### src/rtl/core/sirb_pkg.sv
// ============================================================================
// sirb_pkg
// Shared types and constants for the sequence-indexed retransmit buffer.
// ============================================================================
package sirb_pkg;

    localparam int SEQ_W  = 64;   // sequence number width
    localparam int WORD_W = 64;   // payload port width
    localparam int FILL_W = 11;   // fill count port width

    // request kinds
    localparam logic REQ_PUSH   = 1'b0;
    localparam logic REQ_LOOKUP = 1'b1;

    typedef enum logic [2:0] {
        ST_CLEAR,
        ST_IDLE,
        ST_INDEX,
        ST_READ,
        ST_EXEC
    } state_t;

endpackage

### src/rtl/core/sirb_slot_index.sv
// ============================================================================
// sirb_slot_index
// Reduces a sequence number to its slot index, seq mod CAPACITY.
// Power-of-two capacity: a registered mask. Otherwise a remainder unit that
// consumes eight bits of the sequence number per cycle.
// ============================================================================
module sirb_slot_index #(
    parameter int CAPACITY = 1024
) (
    input  logic                         clk,
    input  logic                         rst_n,
    input  logic                         start,
    input  logic [sirb_pkg::SEQ_W-1:0]   seq,
    output logic                         done,
    output logic [$clog2(CAPACITY)-1:0]  idx
);
    import sirb_pkg::*;

    localparam int IW = $clog2(CAPACITY);
    localparam bit POW2 = (CAPACITY == (1 << IW));

    generate
        if (POW2) begin : g_mask
            logic          done_reg;
            logic [IW-1:0] idx_reg;

            always_ff @(posedge clk or negedge rst_n)
            begin
                if (!rst_n)
                begin
                    done_reg <= 1'b0;
                end
                else
                begin
                    done_reg <= start;
                end
            end

            always_ff @(posedge clk)
            begin
                if (start)
                begin
                    idx_reg <= seq[IW-1:0];
                end
            end

            assign done = done_reg;
            assign idx  = idx_reg;
        end
        else begin : g_divide
            localparam int BPC    = 8;              // bits per cycle
            localparam int CYCLES = SEQ_W / BPC;
            localparam int CW     = $clog2(CYCLES);

            logic             busy_reg;
            logic             done_reg;
            logic [CW-1:0]    cnt_reg;
            logic [SEQ_W-1:0] sh_reg;
            logic [IW-1:0]    rem_reg;
            logic [IW-1:0]    rem_next;

            // rem <- (2*rem + bit) mod CAPACITY; rem < CAPACITY so one subtract
            always_comb
            begin
                logic [IW:0] t;
                rem_next = rem_reg;
                for (int i = 0; i < BPC; i++)
                begin
                    t = {rem_next, sh_reg[SEQ_W-1-i]};
                    if (t >= (IW+1)'(CAPACITY))
                    begin
                        t = t - (IW+1)'(CAPACITY);
                    end
                    rem_next = t[IW-1:0];
                end
            end

            always_ff @(posedge clk or negedge rst_n)
            begin
                if (!rst_n)
                begin
                    busy_reg <= 1'b0;
                    done_reg <= 1'b0;
                    cnt_reg  <= '0;
                end
                else
                begin
                    done_reg <= 1'b0;
                    if (start)
                    begin
                        busy_reg <= 1'b1;
                        cnt_reg  <= '0;
                    end
                    else if (busy_reg)
                    begin
                        cnt_reg <= cnt_reg + CW'(1);
                        if (cnt_reg == CW'(CYCLES - 1))
                        begin
                            busy_reg <= 1'b0;
                            done_reg <= 1'b1;
                        end
                    end
                end
            end

            always_ff @(posedge clk)
            begin
                if (start)
                begin
                    sh_reg  <= seq;
                    rem_reg <= '0;
                end
                else if (busy_reg)
                begin
                    sh_reg  <= sh_reg << BPC;
                    rem_reg <= rem_next;
                end
            end

            assign done = done_reg;
            assign idx  = rem_reg;
        end
    endgenerate

endmodule

### config.mk
export PLATFORM = sky130hd
export DESIGN_NAME = sirb_slot_index
export DESIGN_NICKNAME = d
export VERILOG_FILES = /design/src/rtl/core/sirb_pkg.sv /design/src/rtl/core/sirb_slot_index.sv
export SDC_FILE = /design/constraint.sdc
export NUM_CORES = 1
export LEC_CHECK = 0
export BUFFER_PORTS_ARGS = -buffer_cell sky130_fd_sc_hd__buf_4
export CAP_MARGIN = 0
export CORE_MARGIN = 2
export CORE_UTILIZATION = 21
export DETAILED_ROUTE_END_ITERATION = 16
export PLACE_DENSITY = 0.81
export SLEW_MARGIN = 40
export SYNTH_ARGS = -nofsm -noshare
export SYNTH_HDL_FRONTEND = slang
export SYNTH_SLANG_ARGS = --single-unit
export TNS_END_PERCENT = 1
### constraint.sdc
create_clock -name clk -period 0.8 [get_ports clk]
set_clock_uncertainty 0.05 [all_clocks]
set_input_delay 0.16 -clock clk [delete_from_list [all_inputs] [get_ports clk]]
set_output_delay 0.16 -clock clk [all_outputs]
set_load 0.05 [all_outputs]
==> flow_summary.ini <==
[synth]
ys_ff_latch = 11
synthCells = 11
avgSynthCellArea_um2 = 29.6
syn_area_um2 = 325
yosysWarningCount = 0
syn_nets = 78
synth.yosys.seq_area_share_pct = 100
synth_cell_types = 2

[critical_path]
crit_family = flip-flops
cp-end-kind = primary output
critical_path_required_ns = 0.59
worst-path-buf-inv = 1
worst_setup_path_start_kind = flip-flop
cp_max_fo = 1
cp_slowest_stage_delay_ns = 0.40
crit_type = flip-flop to primary output
path_cells = buf_6
worstPathArrival_ns = 0.83
cp_slowest_cell = edfxtp_1

[floorplan]
core_mm2 = 0.00147
chipWidth_um = 43.4
die_area_mm2 = 0.00188
floorplan.initialDensity_pct = 22.1
io_pins = 78
rows = 14
die_h_um = 43.4

[timing]
finalHoldViolCount = 0
final.min_clock_period_ns = 1.04
setup_ws_ns = -0.245
slew_headroom_pct = 91.1
max_freq_mhz = 957
tightest_slew_ns = 0.134
tns_ns = -2.44
setup_viol_count_final = 11
slew_viol_final = 0
min_period_over_period_pct = 131
rsz0062_at_grt = true

[route]
wl_per_cell_um = 13.1
drtIter0Drc = 6
vias_per_cell = 4.04
wl_um = 722
firstDrtPassIters = 4
drc = 0
via_count = 222
ant_nets = 0

[outcome]
violations = negative setup slack
outcome = finished, violations left

[cells_and_area]
antenna_cells = 0
nFillCells = 149
drive_gt1_share_pct = 66.7
largest_reg_flops = 10
fin_nets = 107
area_growth_pct = 83.1
multi_input_comb_area_um2 = 0
multi_input_comb_cells = 0

[power]
irDropWorstVdd_uv = 808
power_mw = 1.36
power_density_mw_per_mm2 = 2290
clkPwrFrac_pct = 26.6
power_frac_seq_pct = 51.1
internal_power_mw = 0.988
comb_power_share_pct = 22.2
switching_power_mw = 0.377
switching_share_pct = 27.6
power.leakage_nw = 0.253

[placed_design]
gp_congestion = 0.724
port_buffers = 23

[min_path]
hold_path.class = input pin to flip-flop

[global_routing]
antenna_found_initial = 0
grt_overflow = 0
grt_first_pass_wirelength_um = 1140
grt_util_all_layers_pct = 9.34
grt_max_degree = 12
first_global_vias = 245

[clock_network]
post-cts-setup-buffers = 0
cts-buffers-inserted = 3
cts_root_buffer = clkbuf_4
clockBufferDepth = 2
cts.sinks = 11
clk_pin_slew_worst_paths_ns = 0.07
htreeDepth = 1
cts_tree = yes

[flow_run]
max-cap-violations = 0
==> synthesized netlist by cell type <==
cell type | number | share of area (%)
edfxtp_1 | 10 | 92
dfrtp_1 | 1 | 7.7
==> path summary, 6_finish.rpt <==
check | start | endpoint | cells past startpoint
worst max-delay path | idx[1] | idx[1] | 1
worst min-delay path | seq[0] | idx[0] | 1
max in group asynchronous | rst_n | done | 2
min in group asynchronous | rst_n | done | 2
==> power groups by stage <==
stage	Clock (mW)	Sequential [mW]	Combinational (mW)
global placement	0	0.702	0.273
CTS	0.383	0.700	0.307
floorplan	0	0.855	0
finish	0.364	0.698	0.303
detailed placement	0	0.704	0.277
global route	0.414	0.703	0.314
==> timing repair <==
| item | in CTS | in global routing |
|---|---|---|
| setup endpoints to repair | 11 | 11 |
| pin swaps | 0 | 0 |
| hold endpoints to repair | 1 | 0 |
| hold buffers | 1 | 0 |
| cloned | 0 | 0 |
| gates resized for setup | 11 | 0 |
==> cells in the final DEF (no fill, tap or decap) <==
| cell type | netlist | layout |
|---|---|---|
| dfrtp_1 | 1 | 1 |
| clkbuf_1 | 0 | 1 |
| clkbuf_4 | 0 | 3 |
| buf_4 | 0 | 12 |
| dlygate4sd3_1 | 0 | 1 |
| edfxtp_1 | 10 | 10 |
| buf_6 | 0 | 11 |
==> metal layers <==
layer	GRT usage (%)	vias to the layer above	wire length, µm
met5	0	-	0
li1	-	99	-
met3	4.58	2	123
met4	7.27	0	6
met2	11.9	26	281
met1	11.9	95	310
==> metrics by stage <==
step                      util, %  hold slack, ns  setup WS, ns  instances  cell area, µm²
after global placement       35.2          -0.114        0.0238         50             518
after CTS                    40.5          0.0118        -0.265         55             596
after floorplan                 -          -0.186       -0.0106         11             325
after detailed placement     35.2          -0.114        0.0154         50             518
after global routing         40.5         0.00533        -0.288         55             596
final                        40.5          0.0221        -0.245         55             596
==> cell type report <==
type | instances | area [µm²] | share of cell area [%]
Timing Repair Buffer | 24 | 224 | 37.6
Clock buffer | 4 | 26.3 | 4.41
Sequential cell | 11 | 325 | 54.6
Tap cell | 16 | 20.0 | 3.36
==> cells by family after synthesis <==
logic type,synth area share (%)
flip-flops,100
Note: power is estimated with default switching activity, not from simulation.
